**src/hw/rtl/mia_pkg.sv**
```systemverilog
`default_nettype none
// ----------------------------------------------------------------------------
// mia_pkg
// Shared constants, types and Q16.16 helpers for the adjugate inverse core.
// ----------------------------------------------------------------------------
package mia_pkg;

  // matrix geometry
  localparam int MAX_DIM   = 8;
  localparam int IDX_W     = (MAX_DIM > 1) ? $clog2(MAX_DIM) : 1;
  localparam int SIZE_W    = $clog2(MAX_DIM + 1);
  localparam int MAT_DEPTH = MAX_DIM * MAX_DIM;
  localparam int MAT_AW    = (MAT_DEPTH > 1) ? $clog2(MAT_DEPTH) : 1;
  localparam int CNT_W     = $clog2(MAT_DEPTH + 1);
  localparam int GRID_AW   = 2 * IDX_W;
  localparam int WORK_AW   = GRID_AW + 1;

  // configuration register
  localparam int CFG_W = 4;
  localparam logic [CFG_W-1:0] SIZE_RESET = 4'd8;

  // fixed point
  localparam logic signed [31:0] ONE_Q   = 32'sd65536;
  localparam logic signed [31:0] Q_MAX   = 32'sh7fffffff;
  localparam logic signed [31:0] Q_MIN   = 32'sh80000000;
  localparam int DIV_STEPS = 48;
  localparam int DIV_CW    = $clog2(DIV_STEPS);

  // work memory halves
  localparam logic SEL_GRID = 1'b0;
  localparam logic SEL_COF  = 1'b1;

  typedef enum logic [4:0] {
    S_LOAD, S_JOB_INIT, S_CP_RD, S_CP_WR,
    S_PV_RD, S_PV_CHK, S_SR_RD, S_SR_CHK,
    S_SW_RDA, S_SW_RDB, S_SW_WRA, S_SW_WRB,
    S_PV_MUL, S_PV_ACC,
    S_EL_RDX, S_EL_DIV, S_EL_WAIT, S_EL_RDA, S_EL_RDB, S_EL_MUL, S_EL_SUB,
    S_JOB_FIN, S_JOB_END,
    S_OUT_RD, S_OUT_DIV, S_OUT_WAIT, S_OUT_SEND
  } state_t;

  typedef struct packed {
    logic              start;
    logic signed [31:0] num;
    logic signed [31:0] den;
  } div_req_t;

  typedef struct packed {
    logic              busy;
    logic              done;
    logic signed [31:0] quo;
  } div_rsp_t;

  // saturate a wide value to 32 bits
  function automatic logic signed [31:0] fx_sat64(input logic signed [63:0] v);
    if (v > 64'(Q_MAX)) return Q_MAX;
    else if (v < 64'(Q_MIN)) return Q_MIN;
    else return v[31:0];
  endfunction

  // floor of product over 2^16, saturated
  function automatic logic signed [31:0] fx_mulq(input logic signed [63:0] p);
    return fx_sat64(p >>> 16);
  endfunction

  function automatic logic signed [31:0] fx_neg(input logic signed [31:0] a);
    if (a == Q_MIN) return Q_MAX;
    else return -a;
  endfunction

  function automatic logic signed [31:0] fx_sub(input logic signed [31:0] a,
                                                input logic signed [31:0] b);
    return fx_sat64(64'(a) - 64'(b));
  endfunction

endpackage
`default_nettype wire

```
**src/hw/rtl/mia_div.sv**
```systemverilog
`default_nettype none
// ----------------------------------------------------------------------------
// mia_div
// Radix-2 restoring divider: trunc(num*2^16/den), saturated to Q16.16.
// ----------------------------------------------------------------------------
module mia_div (
  input  logic              clk,
  input  logic              rst_n,
  input  mia_pkg::div_req_t req,
  output mia_pkg::div_rsp_t rsp
);

  logic                         busy_r;
  logic                         done_r;
  logic [mia_pkg::DIV_CW-1:0]   cnt_r;
  logic [31:0]                  rem_r;
  logic [31:0]                  dmag_r;
  logic [mia_pkg::DIV_STEPS-1:0] q_r;
  logic                         neg_r;
  logic signed [31:0]           quo_r;

  logic [32:0]                  rem_sh;
  logic                         ge;
  logic [31:0]                  rem_nxt;
  logic [mia_pkg::DIV_STEPS-1:0] q_nxt;
  logic signed [31:0]           fin;
  logic [31:0]                  amag;
  logic [31:0]                  bmag;

  // operand magnitudes
  assign amag = req.num[31] ? (~req.num + 32'd1) : req.num;
  assign bmag = req.den[31] ? (~req.den + 32'd1) : req.den;

  // one quotient bit per cycle
  always_comb begin
    rem_sh = {rem_r, q_r[mia_pkg::DIV_STEPS-1]};
    ge     = (rem_sh >= {1'b0, dmag_r});
    rem_nxt = ge ? 32'(rem_sh - {1'b0, dmag_r}) : rem_sh[31:0];
    q_nxt  = {q_r[mia_pkg::DIV_STEPS-2:0], ge};
  end

  // sign and saturation of the final quotient
  always_comb begin
    if (neg_r) begin
      if (q_nxt > mia_pkg::DIV_STEPS'(33'h080000000)) fin = mia_pkg::Q_MIN;
      else fin = 32'(32'd0 - q_nxt[31:0]);
    end else begin
      if (q_nxt > mia_pkg::DIV_STEPS'(33'h07fffffff)) fin = mia_pkg::Q_MAX;
      else fin = q_nxt[31:0];
    end
  end

  // control
  always_ff @(posedge clk) begin
    if (!rst_n) begin
      busy_r <= 1'b0;
      done_r <= 1'b0;
      cnt_r  <= '0;
    end else begin
      done_r <= 1'b0;
      if (req.start && !busy_r) begin
        busy_r <= 1'b1;
        cnt_r  <= '0;
      end else if (busy_r) begin
        if (cnt_r == mia_pkg::DIV_CW'(mia_pkg::DIV_STEPS - 1)) begin
          busy_r <= 1'b0;
          done_r <= 1'b1;
        end
        cnt_r <= cnt_r + mia_pkg::DIV_CW'(1);
      end
    end
  end

  // datapath
  always_ff @(posedge clk) begin
    if (req.start && !busy_r) begin
      rem_r  <= '0;
      q_r    <= {amag, 16'd0};
      dmag_r <= bmag;
      neg_r  <= req.num[31] ^ req.den[31];
    end else if (busy_r) begin
      rem_r <= rem_nxt;
      q_r   <= q_nxt;
      if (cnt_r == mia_pkg::DIV_CW'(mia_pkg::DIV_STEPS - 1)) quo_r <= fin;
    end
  end

  assign rsp.busy = busy_r;
  assign rsp.done = done_r;
  assign rsp.quo  = quo_r;

endmodule
`default_nettype wire

```
**config.mk**
```make
export PLATFORM = sky130hd
export DESIGN_NAME = mia_div
export DESIGN_NICKNAME = d
export VERILOG_FILES = /design/src/hw/rtl/mia_pkg.sv /design/src/hw/rtl/mia_div.sv
export SDC_FILE = /design/constraint.sdc
export NUM_CORES = 1
export LEC_CHECK = 0
export BUFFER_PORTS_ARGS = -buffer_cell sky130_fd_sc_hd__buf_2
export CAP_MARGIN = 20
export CORE_MARGIN = 2
export CORE_UTILIZATION = 25
export DETAILED_ROUTE_END_ITERATION = 10
export GPL_TIMING_DRIVEN = 0
export HOLD_SLACK_MARGIN = 0.06
export PLACE_DENSITY_LB_ADDON = 0.3
export SYNTH_ARGS = -nofsm -noshare
export SYNTH_HDL_FRONTEND = slang
export SYNTH_SLANG_ARGS = --single-unit
```
**constraint.sdc**
```tcl
create_clock -name clk -period 9.6 [get_ports clk]
set_input_delay 2.88 -clock clk [delete_from_list [all_inputs] [get_ports clk]]
set_output_delay 2.88 -clock clk [all_outputs]
set_load 0.03 [all_outputs]
```
==> metrics.cfg, run 1 <==
[timing]
setup_tns_ps=0
fin_ws_ps=2970
fin_crit_sh_pct=69.1
skew_ps=17.7
setup_violations=0
slew-limit-headroom_pct=39.8
rsz0062_at_grt=false
fin_crit_ps=6630
fmax_mhz=151
hold_viol_final=0
worst_pin_slew_ps=890
slew_viol_final=0

[yosys]
synth_area_per_cell_sq_um=9.03
synth_xor_area_share_pct=8.27
ys_ff_latch=153
synth_ff_type=edfxtp_1
synth.area.mux_share_pct=1.77
synth_compound_area_share_pct=21.1
synth.distinct_cells=65
post_synth_fa_ha_maj_area_fraction_pct=4.88
synth_top_family_by_area=compound AO/OA/AOI/OAI gates
yosysSeqAreaShare_pct=41.9
yosysWarnings=0
syn_inst=1067
synth_async_sr_flop_share_pct=0
synth_edf_count=97
synthSimpleGateAreaFrac_pct=17.8
synth_area_leaders=edfxtp_1, dfxtp_1, nand2_1
synth_area_leader_cell=edfxtp_1
synth.net_count=1171
yosysTopAreaCellShare_pct=30.2
synth_area_sq_um=9640

[floorplan]
ios=101
dieArea_sq_um=40100
die_h_um=200
core_sq_um=37800
rows=71
start_util_pct=25.5
fp.dieW_um=200

[min_path]
worstHoldStart=rem_r[7]
hold_path_depth=2
hold_path_end=rem_r[7]
hold_class=reg -> reg

[job]
maxCapViolations=0

[layout]
final_cell_mix=nand2_1, o21ai_0, buf_2
nets=1294
post-route-util_pct=30.4
areaGrowthSynthToFinish_pct=19.5
final_layout_size_suffix_gt1_share_pct=13.1
mostFrequentLayoutCell=nand2_1
design_area_sq_um=11500
diodes=0
num-fill-cells=4081

[clock_network]
cts.repair.resized=0
cts_hold_buf=0
clockRootBuffer=clkbuf_16
cts_buffers=17
cts_tree=built
cts_max_level=4
postCtsSetupRepairBufs=0
clk_latency_ps=450
clk_path_buf_depth=2
cts.clk_slew.worst_paths_ps=60
clock_sinks=153

[routing]
vias=8579
drtIter0Drc=479
routed_wl_um=28100
drcViolationCount=0
avgRoutedWirePerCell_um=16.4
firstDrtPassIters=6
drtAntennaViolNets=0
via_per_inst=5.01

[global_routing]
antenna_found_initial=0
grt_pass1_wl_um=44300
grt_start_max_net_pins=27
gr-usage-all-layers_pct=13.9
grt-ovfl-total=0
grt_pass1_vias=7940

[worst_setup_path]
cp-end-kind=flip-flop
worst-setup-path-type=reg -> reg
reg2reg_depth=19
reg2reg_slack_ps=2970
r2r-end=quo_r[16]
startpoint_type=flip-flop
cp.required_ps=9820
cp.arrival_ps=6850
path_max_fanout=10
crit_start=dmag_r[1]
r2r_start=dmag_r[1]

[pwr]
powerDensity_nw_per_um2=239
vdd_ir_drop_max_v=0.000137
p_leak_nw=4.44
p_total_mw=2.75

[place]
routabilityCongestion=0.876
post-place-ws_ps=3180
placed_area_sq_um=10900
hpwl_um=21800
io_buffers=99

[run_status]
status=finished clean

## stage by stage
step | std cells | hold slack (ps)
3_5_place_dp | 1682 | 480
5_1_grt | 1714 | 521
4_1_cts | 1714 | 494
6_report | 1714 | 489
2_1_floorplan | 1067 | 445
3_3_place_gp | 1677 | 473
## sequential cells by signal, indices dropped and copies added, names as in the netlist
signal  count
busy_r      1
cnt_r       6
dmag_r     32
done_r      1
neg_r       1
q_r        48
quo_r      32
rem_r      32
## cells in the mapped netlist, types with 10 or more instances
cell type and instances:
nand2_1 157, o21ai_0 113, edfxtp_1 97, inv_1 57
nor2_1 57, dfxtp_1 56, xnor2_1 51, clkbuf_1 44
a21oi_1 40, xor2_1 40, ha_1 36, o31ai_1 23
nor4_1 18, mux2i_1 17, a21o_1 15, nor3_1 15
nand3_1 14, a211o_1 13, a31oi_1 13, or3_1 13
o41ai_1 12, a32oi_1 10, nand4_1 10
## logic make-up after synthesis
family / Yosys count
xor gates and xnor gates: 91
AOI/OAI and AO/OA: 308
muxes: 17
buffers and inverters: 109
DFF: 153
and+or+nand+nor: 352
adders and majority gates: 37
## power breakdown
group	total (mW)	switching (mW)	leakage [nW]	internal, mW
Sequential	0.893	0.0894	1.40	0.803
Combinational	1.13	0.704	2.72	0.424
Clock	0.731	0.283	0.323	0.449
## layer usage
layer	track usage, %	routed length (um)	up-vias
li1	-	-	4190
met1	19.1	13400	4106
met2	22.0	12700	251
met3	2.75	1460	32
met4	4.44	509	0
met5	0	0	-
## area by class of cell
type / instances / area (sq um) / share of cell area, %
inverters: 57 / 214 / 1.86
plain buffers: 52 / 206 / 1.79
repair buffers: 104 / 577 / 5.01
clock buffers: 22 / 529 / 4.60
clock inverters: 10 / 126 / 1.10
well taps: 511 / 639 / 5.55
flip-flops and latches: 153 / 4030 / 35.0
multi-input cells: 805 / 5190 / 45.1
## critical path, stage by stage (launching register included)
cell	delay, ps
edfxtp_1	470
inv_1	90
ha_1	230
nor2b_1	150
o31ai_1	550
a21o_1	220
a211oi_1	120
o31a_1	320
buf_2	230
nor2_1	420
clkbuf_1	510
ha_1	320
nor4b_1	740
and4_1	390
and4_1	280
a21o_1	200
buf_2	270
buf_1	470
nand2_1	100
a22oi_1	330
## worst max path at each step
stage / end / slack, ps / depth (start not counted)
CTS: quo_r[16] / 3130 / 19
global route: quo_r[16] / 2780 / 19
global placement: quo_r[16] / 3160 / 19
floorplan: q_r[44] / 3970 / 8
finish: quo_r[16] / 2970 / 19
detailed placement: quo_r[16] / 3180 / 19
Note: power is estimated with default switching activity, not from simulation.
==> run 2: changes to the inputs <==
--- a/config.mk
+++ b/config.mk
@@ -5,6 +5,7 @@
 export SDC_FILE = /design/constraint.sdc
 export NUM_CORES = 1
 export LEC_CHECK = 0
+export ABC_AREA = 1
 export BUFFER_PORTS_ARGS = -buffer_cell sky130_fd_sc_hd__buf_2
 export CAP_MARGIN = 20
 export CORE_MARGIN = 2
==> constraint.sdc (replaced) <==
create_clock -name clk -period 5.75 [get_ports clk]
set_input_delay 1.725 -clock clk [delete_from_list [all_inputs] [get_ports clk]]
set_output_delay 1.725 -clock clk [all_outputs]
set_load 0.03 [all_outputs]
==> metrics.cfg, run 2 <==
[worst_setup_path]
worst-setup-path-type=reg -> reg
cp.arrival_ps=4440  ; -2410 ps
cp-end-kind=flip-flop
path_max_fanout=10  ; unchanged
cp.required_ps=5990  ; -3830 ps
startpoint_type=flip-flop

[clock_network]
cts.repair.resized=0  ; unchanged
cts_hold_buf=0  ; unchanged
clockRootBuffer=clkbuf_16
cts_max_level=4  ; unchanged
clk_path_buf_depth=2  ; unchanged
cts_tree=built
postCtsSetupRepairBufs=0  ; unchanged
clock_sinks=153  ; unchanged
cts.clk_slew.worst_paths_ps=60  ; about the same
cts_buffers=17  ; unchanged
clk_latency_ps=450  ; about the same

[pwr]
p_leak_nw=5.36  ; +21%
net-switching-power_mw=1.71  ; +59%
clkPwrFrac_pct=25.8  ; -0.8 points
pwr-share-seq_pct=33.7  ; +1.3 points
p_int_mw=2.45  ; +46%
vdd_ir_drop_max_v=0.000222  ; +62%
power_frac_comb_pct=40.5  ; -0.5 points
p_total_mw=4.16  ; +51%
p_sw_share_pct=41.0  ; +1.9 points
powerDensity_nw_per_um2=342  ; +43%

[yosys]
synth_async_sr_flop_share_pct=0  ; unchanged
ys_ff_latch=153  ; unchanged
synth_ff_type=edfxtp_1
syn_inst=1442  ; +35%
synth_area_sq_um=10400  ; +7.9%
yosysSeqAreaShare_pct=38.8  ; -3.1 points
yosysTopAreaCellShare_pct=28.0  ; -2.2 points
yosysMostFrequentCell=nand2_1
synth.net_count=1546  ; +32%
synth_area_leaders=edfxtp_1, nand2_1, dfxtp_1
synth_area_per_cell_sq_um=7.21  ; -20%
synth_edf_count=97  ; unchanged
yosysWarnings=0  ; unchanged
ys_top_cells_by_count=nand2_1, inv_1, nor2_1, o21ai_0, edfxtp_1
synth_area_leader_cell=edfxtp_1
synth.distinct_cells=47  ; -28%

[place]
placed_area_sq_um=11600  ; +7.0%
routabilityCongestion=0.920  ; +5.0%
place_inst=2075  ; +23%
io_buffers=99  ; unchanged
hpwl_um=25100  ; +15%

[floorplan]
dieArea_sq_um=43300  ; +7.8%
core_sq_um=40900  ; +8.1%
ios=101  ; unchanged
start_util_pct=25.4  ; -0.046 points
rows=74  ; +4.2%
fp.dieW_um=208  ; +3.8%
die_h_um=208  ; +3.8%

[timing]
skew_ps=17.1  ; -0.579 ps
fin_crit_sh_pct=73.1  ; +4.0 points
slew-limit-headroom_pct=35.4  ; -4.5 points
slew_viol_final=0  ; unchanged
fin_crit_ps=4200  ; -2430 ps
whs_ps=473  ; -15.9 ps
rsz0062_at_grt=false
fmax_mhz=238  ; +58%
hold_viol_final=0  ; unchanged
setup_violations=0  ; unchanged
worst_pin_slew_ps=967  ; +77.2 ps
setup_tns_ps=0  ; unchanged

[layout]
top_register=q_r
nets=1666  ; +29%
design_area_sq_um=12200  ; +5.6%
fin_cells=2107  ; +23%
areaGrowthSynthToFinish_pct=16.9
diodes=0  ; unchanged
final_layout_size_suffix_gt1_share_pct=11.7  ; -1.5 points
largest_reg_flops=48  ; unchanged
final_cell_mix=nand2_1, inv_1, nor2_1
mostFrequentLayoutCell=nand2_1

[min_path]
hold_class=reg -> reg

[routing]
drtAntennaViolNets=0  ; unchanged
avgRoutedWirePerCell_um=15.1  ; -8.0%
vias=9850  ; +15%
drcViolationCount=0  ; unchanged
via_per_inst=4.67  ; -6.6%
routed_wl_um=31700  ; +13%
firstDrtPassIters=5  ; -1
drtIter0Drc=792  ; +65%

[global_routing]
grt_start_max_net_pins=34  ; +26%
grt_pass1_vias=9510  ; +20%
antenna_found_initial=1  ; +1
grt-ovfl-total=0  ; unchanged
gr-usage-all-layers_pct=14.8  ; +0.88 points
grt_pass1_wl_um=51100  ; +15%

[job]
maxCapViolations=0  ; unchanged

[run_status]
status=finished clean

## run 2: cell types whose count changed after synthesis, sizes merged, moves of 17 or more
cell / previous run / this run
a21oi: 40 / 77
inv: 57 / 200
mux2i: 17 / 0
nand2: 157 / 327
nand3: 14 / 92
nor2: 57 / 181
o21ai: 115 / 137
o22ai: 4 / 29
o31ai: 24 / 2
xnor2: 51 / 27
## run 2: metrics by stage
stage                     util (%)  setup slack [ps]
final                         29.7              1550
after global routing          29.7              1200
after CTS                     29.7              1610
after detailed placement      28.4              1620
after global placement        28.3              1120
after floorplan                  -              2160
## run 2: path summary, 6_finish.rpt
path / from / to / slack (ps) / depth (start not counted)
worst max-delay path: dmag_r[16] / quo_r[7] / 1550 / 21
worst min register to register: rem_r[20] / rem_r[20] / 470 / 2
worst max register to register: dmag_r[16] / quo_r[7] / 1550 / 21
worst min-delay path: rem_r[20] / rem_r[20] / 470 / 2
## run 2: cells by family (layout without fill, tap and decap cells)
group           Yosys count  count (layout)  share of synthesized area, %
simple gates            668             668                          27.3
compound gates          279             279                          14.9
buf+inv                 242             375                          9.20
flops                   153             153                          38.8
xor+xnor                 63              63                          5.30
fa+ha+maj                37              37                          4.52
## run 2: layer usage
layer | part of all wire [%] | GRT usage, % | vias to the layer above
met4 | 1.8 | 4.60 | 2
met3 | 4.1 | 2.58 | 32
li1 | - | - | 5037
met5 | 0.041 | 0 | -
met2 | 46 | 24.2 | 217
met1 | 48 | 19.8 | 4562
## run 2: power by group through the flow
stage | logic [mW] | clock network (mW) | registers [mW]
after floorplan | 1.22 | 0 | 1.40
after global placement | 1.67 | 0 | 1.42
after detailed placement | 1.67 | 0 | 1.42
after CTS | 1.68 | 1.10 | 1.40
after global routing | 1.90 | 1.14 | 1.42
final | 1.69 | 1.07 | 1.40
## run 2: cell type report
cell class	count	area (sq um)
clock buffers	19	443
flip-flops and latches	153	4030
inverters	203	762
multi-input cells	1047	5420
repair buffers	101	536
plain buffers	39	198
well taps	532	666
fillers	4513	28800
clock inverters	13	106
## run 2: critical path, stage by stage (launching register included)
cell      delay [ps]
edfxtp_1         330
inv_1             40
ha_1             340
a21oi_1          290
nand2_1          120
a21oi_1          190
nand3_2          230
nand2_4          180
nand2_4           70
inv_2            160
buf_6            210
ha_1             220
nand3_1          170
nor2_2           260
inv_2             80
nor3_2           220
nand3_1          110
nand2_1           90
nand2_2          160
inv_2            170
nand2_1           70
o21ai_0          270
